==> src/hdl/date_difference_days_assert.svh <==
// Assertion macros used by the date difference RTL.
`ifndef DATE_DIFFERENCE_DAYS_ASSERT_SVH
`define DATE_DIFFERENCE_DAYS_ASSERT_SVH

// Check that a condition implies a consequence in the same cycle.
`define DD_ASSERT_SAME(lbl, ante, cons, msg) \
  lbl: assert property (@(posedge clk) disable iff (!rst_n) (ante) |-> (cons)) \
    else $error(msg);

// Check that a condition implies a consequence in the next cycle.
`define DD_ASSERT_NEXT(lbl, ante, cons, msg) \
  lbl: assert property (@(posedge clk) disable iff (!rst_n) (ante) |=> (cons)) \
    else $error(msg);

`endif

==> src/hdl/dd_pkg.sv <==
// Widths, constants and calendar tables for the date difference block.
package dd_pkg;

  localparam int OP_W        = 2;
  localparam int YEAR_W      = 14;
  localparam int MONTH_W     = 4;
  localparam int DAY_W       = 5;
  localparam int WDAY_W      = 3;
  localparam int DIFF_W      = 22;

  localparam int IN_TDATA_W  = 56;
  localparam int IN_TUSER_W  = 2;
  localparam int OUT_TDATA_W = 24;
  localparam int OUT_TUSER_W = 1;

  // Operation bits: each one marks a date given in nth-weekday form.
  localparam logic [OP_W-1:0] OP_SECOND_NTH = 2'b01;
  localparam logic [OP_W-1:0] OP_FIRST_NTH  = 2'b10;

  localparam logic [YEAR_W-1:0]  YEAR_MAX  = 14'd9999;
  localparam logic [MONTH_W-1:0] MONTH_FEB = 4'd2;
  localparam logic [MONTH_W-1:0] MONTH_DEC = 4'd12;
  localparam logic [WDAY_W-1:0]  WDAY_MAX  = 3'd6;

  localparam logic [DIFF_W-1:0] DAYS_PER_YEAR = 22'd365;
  // Largest difference two existing dates can have (day 0 of January, year 1,
  // to 31 December, year 9999).
  localparam logic [DIFF_W-1:0] DIFF_LIMIT    = 22'd3652059;

  // floor(x / 100) = (x * RECIP_100) >> SHIFT_100 for every 14-bit x.
  localparam logic [12:0] RECIP_100 = 13'd5243;
  localparam int          SHIFT_100 = 19;
  // floor(n / 7) = (n * RECIP_7) >> SHIFT_7 for every 22-bit n.
  localparam logic [22:0] RECIP_7   = 23'd4793491;
  localparam int          SHIFT_7   = 25;

  function automatic logic [4:0] month_len(input logic [MONTH_W-1:0] m);
    logic [4:0] len;
    case (m)
      4'd1, 4'd3, 4'd5, 4'd7, 4'd8, 4'd10, 4'd12: len = 5'd31;
      4'd4, 4'd6, 4'd9, 4'd11:                    len = 5'd30;
      4'd2:                                       len = 5'd28;
      default:                                    len = 5'd0;
    endcase
    return len;
  endfunction

  // Days in a common year before the first of month m.
  function automatic logic [8:0] days_before(input logic [MONTH_W-1:0] m);
    logic [8:0] d;
    case (m)
      4'd1:    d = 9'd0;
      4'd2:    d = 9'd31;
      4'd3:    d = 9'd59;
      4'd4:    d = 9'd90;
      4'd5:    d = 9'd120;
      4'd6:    d = 9'd151;
      4'd7:    d = 9'd181;
      4'd8:    d = 9'd212;
      4'd9:    d = 9'd243;
      4'd10:   d = 9'd273;
      4'd11:   d = 9'd304;
      4'd12:   d = 9'd334;
      default: d = 9'd0;
    endcase
    return d;
  endfunction

endpackage

==> src/hdl/date_difference_days.sv <==
// Top level: pipelined absolute day count between two Gregorian dates.
//
//  port group | dir | tdata fields (low bit up)                | tuser
//  -----------+-----+------------------------------------------+----------------
//  in_*       | in  | first_year, first_month, first_day,      | operation
//             |     | first_weekday, second_year, second_month,|
//             |     | second_day, second_weekday, 4 zero bits  |
//  out_*      | out | day_difference, 2 zero bits              | date_valid
//
//  One word per cycle unless the output stalls; stages 1 to 5 and the output
//  register lie on the path. The depth comes from the two constant multiplies
//  in each lane: divide-by-100 for the century terms and divide-by-7 for the
//  weekday of the first of the month, each followed by a register.
//  Reset clears only the stage valid bits; payload registers are not reset.
//  A stall on the output side holds the last stage; empty stages upstream
//  keep filling, so in_tready drops only when all six stages hold a word.
module date_difference_days (
  input  logic                             clk,
  input  logic                             rst_n,
  input  logic                             in_tvalid,
  output logic                             in_tready,
  // first_year, first_month, first_day, first_weekday,
  // second_year, second_month, second_day, second_weekday, zero fill
  input  logic [dd_pkg::IN_TDATA_W-1:0]    in_tdata,
  // operation
  input  logic [dd_pkg::IN_TUSER_W-1:0]    in_tuser,
  output logic                             out_tvalid,
  input  logic                             out_tready,
  // day_difference, zero fill
  output logic [dd_pkg::OUT_TDATA_W-1:0]   out_tdata,
  // date_valid
  output logic [dd_pkg::OUT_TUSER_W-1:0]   out_tuser
);
  import dd_pkg::*;

  localparam int NSTG = 5;  // internal stages ahead of the output register

  // ---------------------------------------------------------------------------
  // Stall control: a stage advances when it is empty or the next one advances.
  // ---------------------------------------------------------------------------
  logic [NSTG:1] vld_r;
  logic [NSTG:1] adv;
  logic          out_adv;
  logic          out_vld_r;

  always_comb begin
    out_adv   = !out_vld_r || out_tready;
    adv[NSTG] = !vld_r[NSTG] || out_adv;
    for (int k = NSTG - 1; k >= 1; k--) begin
      adv[k] = !vld_r[k] || adv[k+1];
    end
  end

  assign in_tready = adv[1];

  // ---------------------------------------------------------------------------
  // Input unpack: lane 0 is the first date, lane 1 the second.
  // ---------------------------------------------------------------------------
  logic [YEAR_W-1:0]  in_year  [2];
  logic [MONTH_W-1:0] in_month [2];
  logic [DAY_W-1:0]   in_day   [2];
  logic [WDAY_W-1:0]  in_wday  [2];
  logic               in_nth   [2];

  always_comb begin
    in_year[0]  = in_tdata[13:0];
    in_month[0] = in_tdata[17:14];
    in_day[0]   = in_tdata[22:18];
    in_wday[0]  = in_tdata[25:23];
    in_year[1]  = in_tdata[39:26];
    in_month[1] = in_tdata[43:40];
    in_day[1]   = in_tdata[48:44];
    in_wday[1]  = in_tdata[51:49];
    in_nth[0]   = |(in_tuser & OP_FIRST_NTH);
    in_nth[1]   = |(in_tuser & OP_SECOND_NTH);
  end

  // ---------------------------------------------------------------------------
  // Per-lane pipeline registers.
  // ---------------------------------------------------------------------------
  // stage 1: range check, years elapsed, century quotients
  logic [YEAR_W-1:0]  s1_year_r [2], s1_year_nxt [2];
  logic [YEAR_W-1:0]  s1_yrs_r  [2], s1_yrs_nxt  [2];
  logic [7:0]         s1_cp_r   [2], s1_cp_nxt   [2];
  logic [7:0]         s1_cy_r   [2], s1_cy_nxt   [2];
  logic [MONTH_W-1:0] s1_month_r[2];
  logic [DAY_W-1:0]   s1_day_r  [2];
  logic [WDAY_W-1:0]  s1_wday_r [2];
  logic               s1_nth_r  [2];
  logic               s1_ok_r   [2], s1_ok_nxt   [2];

  // stage 2: day number of the last day before the month, month length
  logic [DIFF_W-1:0]  s2_base_r [2], s2_base_nxt [2];
  logic [4:0]         s2_len_r  [2], s2_len_nxt  [2];
  logic [DAY_W-1:0]   s2_day_r  [2];
  logic [WDAY_W-1:0]  s2_wday_r [2];
  logic               s2_nth_r  [2];
  logic               s2_ok_r   [2];

  // stage 3: quotient of (base + 1) / 7
  logic [19:0]        s3_q7_r   [2], s3_q7_nxt   [2];
  logic [DIFF_W-1:0]  s3_base_r [2];
  logic [4:0]         s3_len_r  [2];
  logic [DAY_W-1:0]   s3_day_r  [2];
  logic [WDAY_W-1:0]  s3_wday_r [2];
  logic               s3_nth_r  [2];
  logic               s3_ok_r   [2];

  // stage 4: weekday of the first of the month
  logic [WDAY_W-1:0]  s4_fwd_r  [2], s4_fwd_nxt  [2];
  logic [DIFF_W-1:0]  s4_base_r [2];
  logic [4:0]         s4_len_r  [2];
  logic [DAY_W-1:0]   s4_day_r  [2];
  logic [WDAY_W-1:0]  s4_wday_r [2];
  logic               s4_nth_r  [2];
  logic               s4_ok_r   [2];

  // stage 5: resolved day number and existence flag
  logic [DIFF_W-1:0]  s5_num_r  [2], s5_num_nxt  [2];
  logic               s5_ok_r   [2], s5_ok_nxt   [2];

  // output register
  logic [DIFF_W-1:0]  out_diff_r, out_diff_nxt;
  logic               out_ok_r,   out_ok_nxt;

  // ---------------------------------------------------------------------------
  // Stage logic
  // ---------------------------------------------------------------------------
  always_comb begin
    logic [26:0]        prod_p;
    logic [26:0]        prod_y;
    logic               leap;
    logic [14:0]        cent;
    logic [DIFF_W-1:0]  ydays;
    logic [DIFF_W-1:0]  np1;
    logic [44:0]        prod7;
    logic [DIFF_W-1:0]  rem;
    logic [3:0]         off;
    logic [7:0]         dom;
    logic               wday_bad;
    for (int i = 0; i < 2; i++) begin
      // stage 1
      s1_year_nxt[i] = in_year[i];
      s1_yrs_nxt[i]  = in_year[i] - 14'd1;
      prod_p         = 27'(s1_yrs_nxt[i]) * 27'(RECIP_100);
      prod_y         = 27'(in_year[i]) * 27'(RECIP_100);
      s1_cp_nxt[i]   = prod_p[SHIFT_100 +: 8];
      s1_cy_nxt[i]   = prod_y[SHIFT_100 +: 8];
      s1_ok_nxt[i]   = (in_year[i] != '0) && (in_year[i] <= YEAR_MAX) &&
                       (in_month[i] != '0) && (in_month[i] <= MONTH_DEC);

      // stage 2
      cent  = 15'(s1_cy_r[i]) * 15'd100;
      leap  = ((s1_year_r[i][1:0] == 2'b00) && (15'(s1_year_r[i]) != cent)) ||
              ((15'(s1_year_r[i]) == cent) && (s1_cy_r[i][1:0] == 2'b00));
      ydays = 22'(s1_yrs_r[i]) * DAYS_PER_YEAR + 22'(s1_yrs_r[i] >> 2)
              - 22'(s1_cp_r[i]) + 22'(s1_cp_r[i] >> 2);
      s2_base_nxt[i] = ydays + 22'(days_before(s1_month_r[i]))
                       + 22'((s1_month_r[i] > MONTH_FEB) && leap);
      s2_len_nxt[i]  = month_len(s1_month_r[i])
                       + 5'((s1_month_r[i] == MONTH_FEB) && leap);

      // stage 3: day 1 of year 1 is a Monday, so (base + 1) mod 7 is the
      // weekday of the first, Sunday being zero
      np1          = s2_base_r[i] + 22'd1;
      prod7        = 45'(np1) * 45'(RECIP_7);
      s3_q7_nxt[i] = prod7[SHIFT_7 +: 20];

      // stage 4
      rem           = (s3_base_r[i] + 22'd1) - 22'(s3_q7_r[i]) * 22'd7;
      s4_fwd_nxt[i] = rem[WDAY_W-1:0];

      // stage 5
      off = 4'(s4_wday_r[i]) + 4'd7 - 4'(s4_fwd_r[i]);
      if (off >= 4'd7) begin
        off = off - 4'd7;
      end
      wday_bad = 1'b0;
      if (!s4_nth_r[i]) begin
        dom = 8'(s4_day_r[i]);
      end else if (s4_day_r[i] == '0) begin
        // occurrence zero: last day of the previous month
        dom = 8'd0;
      end else begin
        dom      = 8'(off) + 8'd1 + (8'(s4_day_r[i]) - 8'd1) * 8'd7;
        wday_bad = s4_wday_r[i] > WDAY_MAX;
      end
      s5_num_nxt[i] = s4_base_r[i] + 22'(dom);
      s5_ok_nxt[i]  = s4_ok_r[i] && !wday_bad && (dom <= 8'(s4_len_r[i]));
    end

    // output: absolute difference, zero when either date does not exist
    out_ok_nxt = s5_ok_r[0] && s5_ok_r[1];
    if (!out_ok_nxt) begin
      out_diff_nxt = '0;
    end else if (s5_num_r[0] > s5_num_r[1]) begin
      out_diff_nxt = s5_num_r[0] - s5_num_r[1];
    end else begin
      out_diff_nxt = s5_num_r[1] - s5_num_r[0];
    end
  end

  // ---------------------------------------------------------------------------
  // Registers
  // ---------------------------------------------------------------------------
  always_ff @(posedge clk) begin
    if (!rst_n) begin
      vld_r     <= '0;
      out_vld_r <= 1'b0;
    end else begin
      if (adv[1]) begin
        vld_r[1] <= in_tvalid;
      end
      for (int k = 2; k <= NSTG; k++) begin
        if (adv[k]) begin
          vld_r[k] <= vld_r[k-1];
        end
      end
      if (out_adv) begin
        out_vld_r <= vld_r[NSTG];
      end
    end
  end

  always_ff @(posedge clk) begin
    for (int i = 0; i < 2; i++) begin
      if (adv[1]) begin
        s1_year_r[i]  <= s1_year_nxt[i];
        s1_yrs_r[i]   <= s1_yrs_nxt[i];
        s1_cp_r[i]    <= s1_cp_nxt[i];
        s1_cy_r[i]    <= s1_cy_nxt[i];
        s1_month_r[i] <= in_month[i];
        s1_day_r[i]   <= in_day[i];
        s1_wday_r[i]  <= in_wday[i];
        s1_nth_r[i]   <= in_nth[i];
        s1_ok_r[i]    <= s1_ok_nxt[i];
      end
      if (adv[2]) begin
        s2_base_r[i] <= s2_base_nxt[i];
        s2_len_r[i]  <= s2_len_nxt[i];
        s2_day_r[i]  <= s1_day_r[i];
        s2_wday_r[i] <= s1_wday_r[i];
        s2_nth_r[i]  <= s1_nth_r[i];
        s2_ok_r[i]   <= s1_ok_r[i];
      end
      if (adv[3]) begin
        s3_q7_r[i]   <= s3_q7_nxt[i];
        s3_base_r[i] <= s2_base_r[i];
        s3_len_r[i]  <= s2_len_r[i];
        s3_day_r[i]  <= s2_day_r[i];
        s3_wday_r[i] <= s2_wday_r[i];
        s3_nth_r[i]  <= s2_nth_r[i];
        s3_ok_r[i]   <= s2_ok_r[i];
      end
      if (adv[4]) begin
        s4_fwd_r[i]  <= s4_fwd_nxt[i];
        s4_base_r[i] <= s3_base_r[i];
        s4_len_r[i]  <= s3_len_r[i];
        s4_day_r[i]  <= s3_day_r[i];
        s4_wday_r[i] <= s3_wday_r[i];
        s4_nth_r[i]  <= s3_nth_r[i];
        s4_ok_r[i]   <= s3_ok_r[i];
      end
      if (adv[5]) begin
        s5_num_r[i] <= s5_num_nxt[i];
        s5_ok_r[i]  <= s5_ok_nxt[i];
      end
    end
    if (out_adv) begin
      out_diff_r <= out_diff_nxt;
      out_ok_r   <= out_ok_nxt;
    end
  end

  assign out_tvalid = out_vld_r;
  assign out_tdata  = {2'b00, out_diff_r};
  assign out_tuser  = out_ok_r;

  // ---------------------------------------------------------------------------
  // Assertions
  // ---------------------------------------------------------------------------
`include "date_difference_days_assert.svh"

  `DD_ASSERT_SAME(a_invalid_zero, out_tvalid && !out_tuser[0], out_tdata == '0, "invalid word carries a nonzero difference")
  `DD_ASSERT_SAME(a_diff_bound, out_tvalid && out_tuser[0], out_diff_r <= DIFF_LIMIT, "difference beyond any pair of existing dates")
  `DD_ASSERT_SAME(a_ready_full, !in_tready, (&vld_r) && out_tvalid && !out_tready, "input held off while a stage is empty")
  `DD_ASSERT_SAME(a_wday_lane0, vld_r[4], s4_fwd_r[0] <= WDAY_MAX, "first date weekday remainder out of range")
  `DD_ASSERT_SAME(a_wday_lane1, vld_r[4], s4_fwd_r[1] <= WDAY_MAX, "second date weekday remainder out of range")

endmodule
==> config.mk <==
export PLATFORM = sky130hd
export DESIGN_NAME = date_difference_days
export DESIGN_NICKNAME = d
export VERILOG_FILES = /design/src/hdl/dd_pkg.sv /design/src/hdl/date_difference_days.sv
export VERILOG_INCLUDE_DIRS = /design/src /design/src/hdl
export SDC_FILE = /design/constraint.sdc
export NUM_CORES = 2
export LEC_CHECK = 0
export ABC_AREA = 1
export BUFFER_PORTS_ARGS = -buffer_cell sky130_fd_sc_hd__buf_2
export CELL_PAD_IN_SITES_DETAIL_PLACEMENT = 0
export CELL_PAD_IN_SITES_GLOBAL_PLACEMENT = 1
export CORE_AREA = 3 3 353 355
export DETAILED_ROUTE_END_ITERATION = 6
export DIE_AREA = 0 0 356 358
export GPL_TIMING_DRIVEN = 0
export MAX_ROUTING_LAYER = met4
export PLACE_DENSITY = 0.81
export SETUP_SLACK_MARGIN = 0.5
export SYNTH_ARGS = -nofsm -noshare
export SYNTH_HDL_FRONTEND = slang
export SYNTH_SLANG_ARGS = --single-unit
==> constraint.sdc <==
create_clock -name clk -period 10.4 [get_ports clk]
set_input_delay 0.52 -clock clk [delete_from_list [all_inputs] [get_ports clk]]
set_output_delay 0.52 -clock clk [all_outputs]
set_load 0.02 [all_outputs]
==> impl_metrics.ini <==
[sta]
hold_viol_final = 0
finalSetupTns_ns = 0
grt_setup_unrepaired = false
hold_ws_ns = 0.104
drv_slew = 0
relSlewSlack_pct = 27.8
max_freq_ghz = 0.144
finalSetupViolations = 0
finalCritPeriodShare_pct = 66.8
finalClockSkew_ns = 0.0314
worst_slew_pin_slew_ns = 1.08
setup_slack_ns = 3.45
min_period_ns = 6.95

[place]
place_congestion = 0.914
port_buffers = 82
place_ws_ns = 3.33
dp_hpwl_mm = 99.6

[drt]
via_per_inst = 4.84
wl_per_cell_um = 15.1
drtIter0Drc = 1745
drc = 0
dr.pass1.iters = 5
wirelength_mm = 114
ant_nets = 0
via_count = 36414

[die]
fp-row-count = 128
io_pins = 89
die_h_um = 358
start_util_pct = 44.8
dieWidth_um = 356
core-area_um2 = 122000
dieArea_um2 = 127000

[logic_synthesis]
avgSynthCellArea_um2 = 9.53
yosys_register_bits = 425
yosysWarningCount = 0
syn_inst = 5722
synthDominantCellAreaShare_pct = 23.3
ys_types = 61
yosys-top-cells-area = ha_1 (23%), edfxtp_1 (23%), fa_1 (22%), inv_1 (10%), nand2_1 (5.2%)
ys_seq_area_share_pct = 23.3
synth_most_common_cell = inv_1
async_flop_share_pct = 0
yosysTopAreaCell = ha_1
syn-cell-area_um2 = 54500
synthFlopType = edfxtp_1
netlist_top_cells_count = inv_1 (1,494), ha_1 (1,015), nand2_1 (761)
synth_enable_flop_cells = 419

[clocking]
htree_levels = 2
post_cts_buffers = 0
clock_sinks = 425
tritoncts = done
path_clk_slew_ns = 0.07
root_buffer = clkbuf_16
clockBufferDepth = 3
cts_hold_buffers = 0
clk_latency_ns = 0.60
cts_made_buffers = 46
cts_resized = 0

[worst_setup_path]
end_kind = flip-flop
crit_path_max_incr_delay_ns = 0.50
startpoint_type = flip-flop
crit_slowest_cell = fa_1
critPathRequiredTime_ns = 10.75
cp.arrival_ns = 7.30
critPathMaxFanout = 5
crit_path_frequent_cell = nand2_1
critical_path_class = reg2reg

[global_routing]
grt_use_total_pct = 19.0
grt_max_degree = 76
gr-total-overflow = 0
first_global_vias = 37786
antenna_found_initial = 7
grt_pass1_wl_mm = 191

[layout]
area_growth_syn_to_layout_pct = 7.65
drive_gt1_share_pct = 3.99
postLayoutCoreUtil_pct = 48.2
nNetsFinal = 7541

[run]
drv_cap = 0

[status]
outcome = completed

[hold_path]
hold_path_class = in2reg
layout make-up:
type	count	area (um2)
fill	11571	63000
multi-input combinational	3773	36000
sequential	425	12700
inverter	1499	5640
tap	1625	2030
clock buffer	57	1230
timing repair buffer	85	493
clock inverter	27	377
buffer	26	168
antenna	6	15.0
critical path: cells and delay by family (launching register included):
family,cells,cell delay (ns)
flip-flops,1,0.44
buffers and inverters,3,0.16
AO/OA/AOI/OAI,4,0.89
adder cells (fa/ha/maj),11,4.06
AND/OR/NAND/NOR,15,1.14
worst paths after layout:
| path | slack (ns) | startpoint | depth (start not counted) | to |
|---|---|---|---|---|
| setup / recovery | 3.45 | s1_cy_r[0][11] | 33 | s2_base_r[0][40] |
| hold reg to reg | 0.40 | s3_len_r[0][2] | 0 | s4_len_r[0][2] |
| hold / removal | 0.10 | in_tdata[18] | 1 | s1_day_r[0][0] |
| setup reg to reg | 3.45 | s1_cy_r[0][11] | 33 | s2_base_r[0][40] |
flip-flops by register name, indices dropped and copies added (netlist names), 8 cells and up:
name,flops
s2_base_r,44
s3_base_r,44
s4_base_r,44
s5_num_r,44
s1_year_r,28
s1_yrs_r,28
out_diff_r,22
s1_cp_r,16
s1_cy_r,16
s1_day_r,10
s2_day_r,10
s2_len_r,10
s3_day_r,10
s3_len_r,10
s4_day_r,10
s4_len_r,10
s1_month_r,8
cell usage in the layout (no fill, tap or decap), types with 9 or more instances in the layout:
| cell | count |
|---|---|
| nor2_1 | 216 |
| o21bai_1 | 27 |
| clkbuf_1 | 11 |
| nor4_1 | 20 |
| edfxtp_1 | 419 |
| nand2_1 | 760 |
| ha_1 | 1015 |
| a21o_1 | 31 |
| nand3b_1 | 12 |
| o21ai_0 | 137 |
| a211oi_1 | 14 |
| inv_1 | 1490 |
| clkbuf_16 | 46 |
| o21a_1 | 9 |
| a31oi_1 | 15 |
| fa_1 | 608 |
| a21oi_1 | 259 |
| buf_2 | 87 |
| xor2_1 | 178 |
| clkbuf_2 | 9 |
| nand4_1 | 62 |
| nor3_1 | 55 |
| or2_2 | 15 |
| nand3_1 | 175 |
| xnor2_1 | 83 |
stage by stage:
step,std cells,area (um2)
after floorplan,5723,54500
after global placement,7430,57000
after detailed placement,7433,57100
after CTS,7517,58700
after global routing,7523,58700
final,7523,58700
per-layer routing:
metal / vias up / wire, um / GRT usage, % / part of all wire, %
met1: 17401 / 54700 / 26.2 / 48
met4: 0 / 1450 / 2.86 / 1.3
met2: 533 / 52700 / 30.8 / 46
met5: - / 0 / - / 0
met3: 86 / 4810 / 2.40 / 4.2
li1: 18394 / - / - / -
kinds of logic after synthesis:
family / share of synthesized area, %
other: 0.00688
XOR/XNOR: 4.23
buffers and inverters: 10.6
adder cells (fa/ha/maj): 45.6
AO/OA/AOI/OAI: 5.57
multiplexers: 0.0367
AND/OR/NAND/NOR: 10.6
flip-flops: 23.3
Power is left out: the tool's default activity adds up to more than one toggle a clock period on the data nets, which glitch-free logic cannot reach.
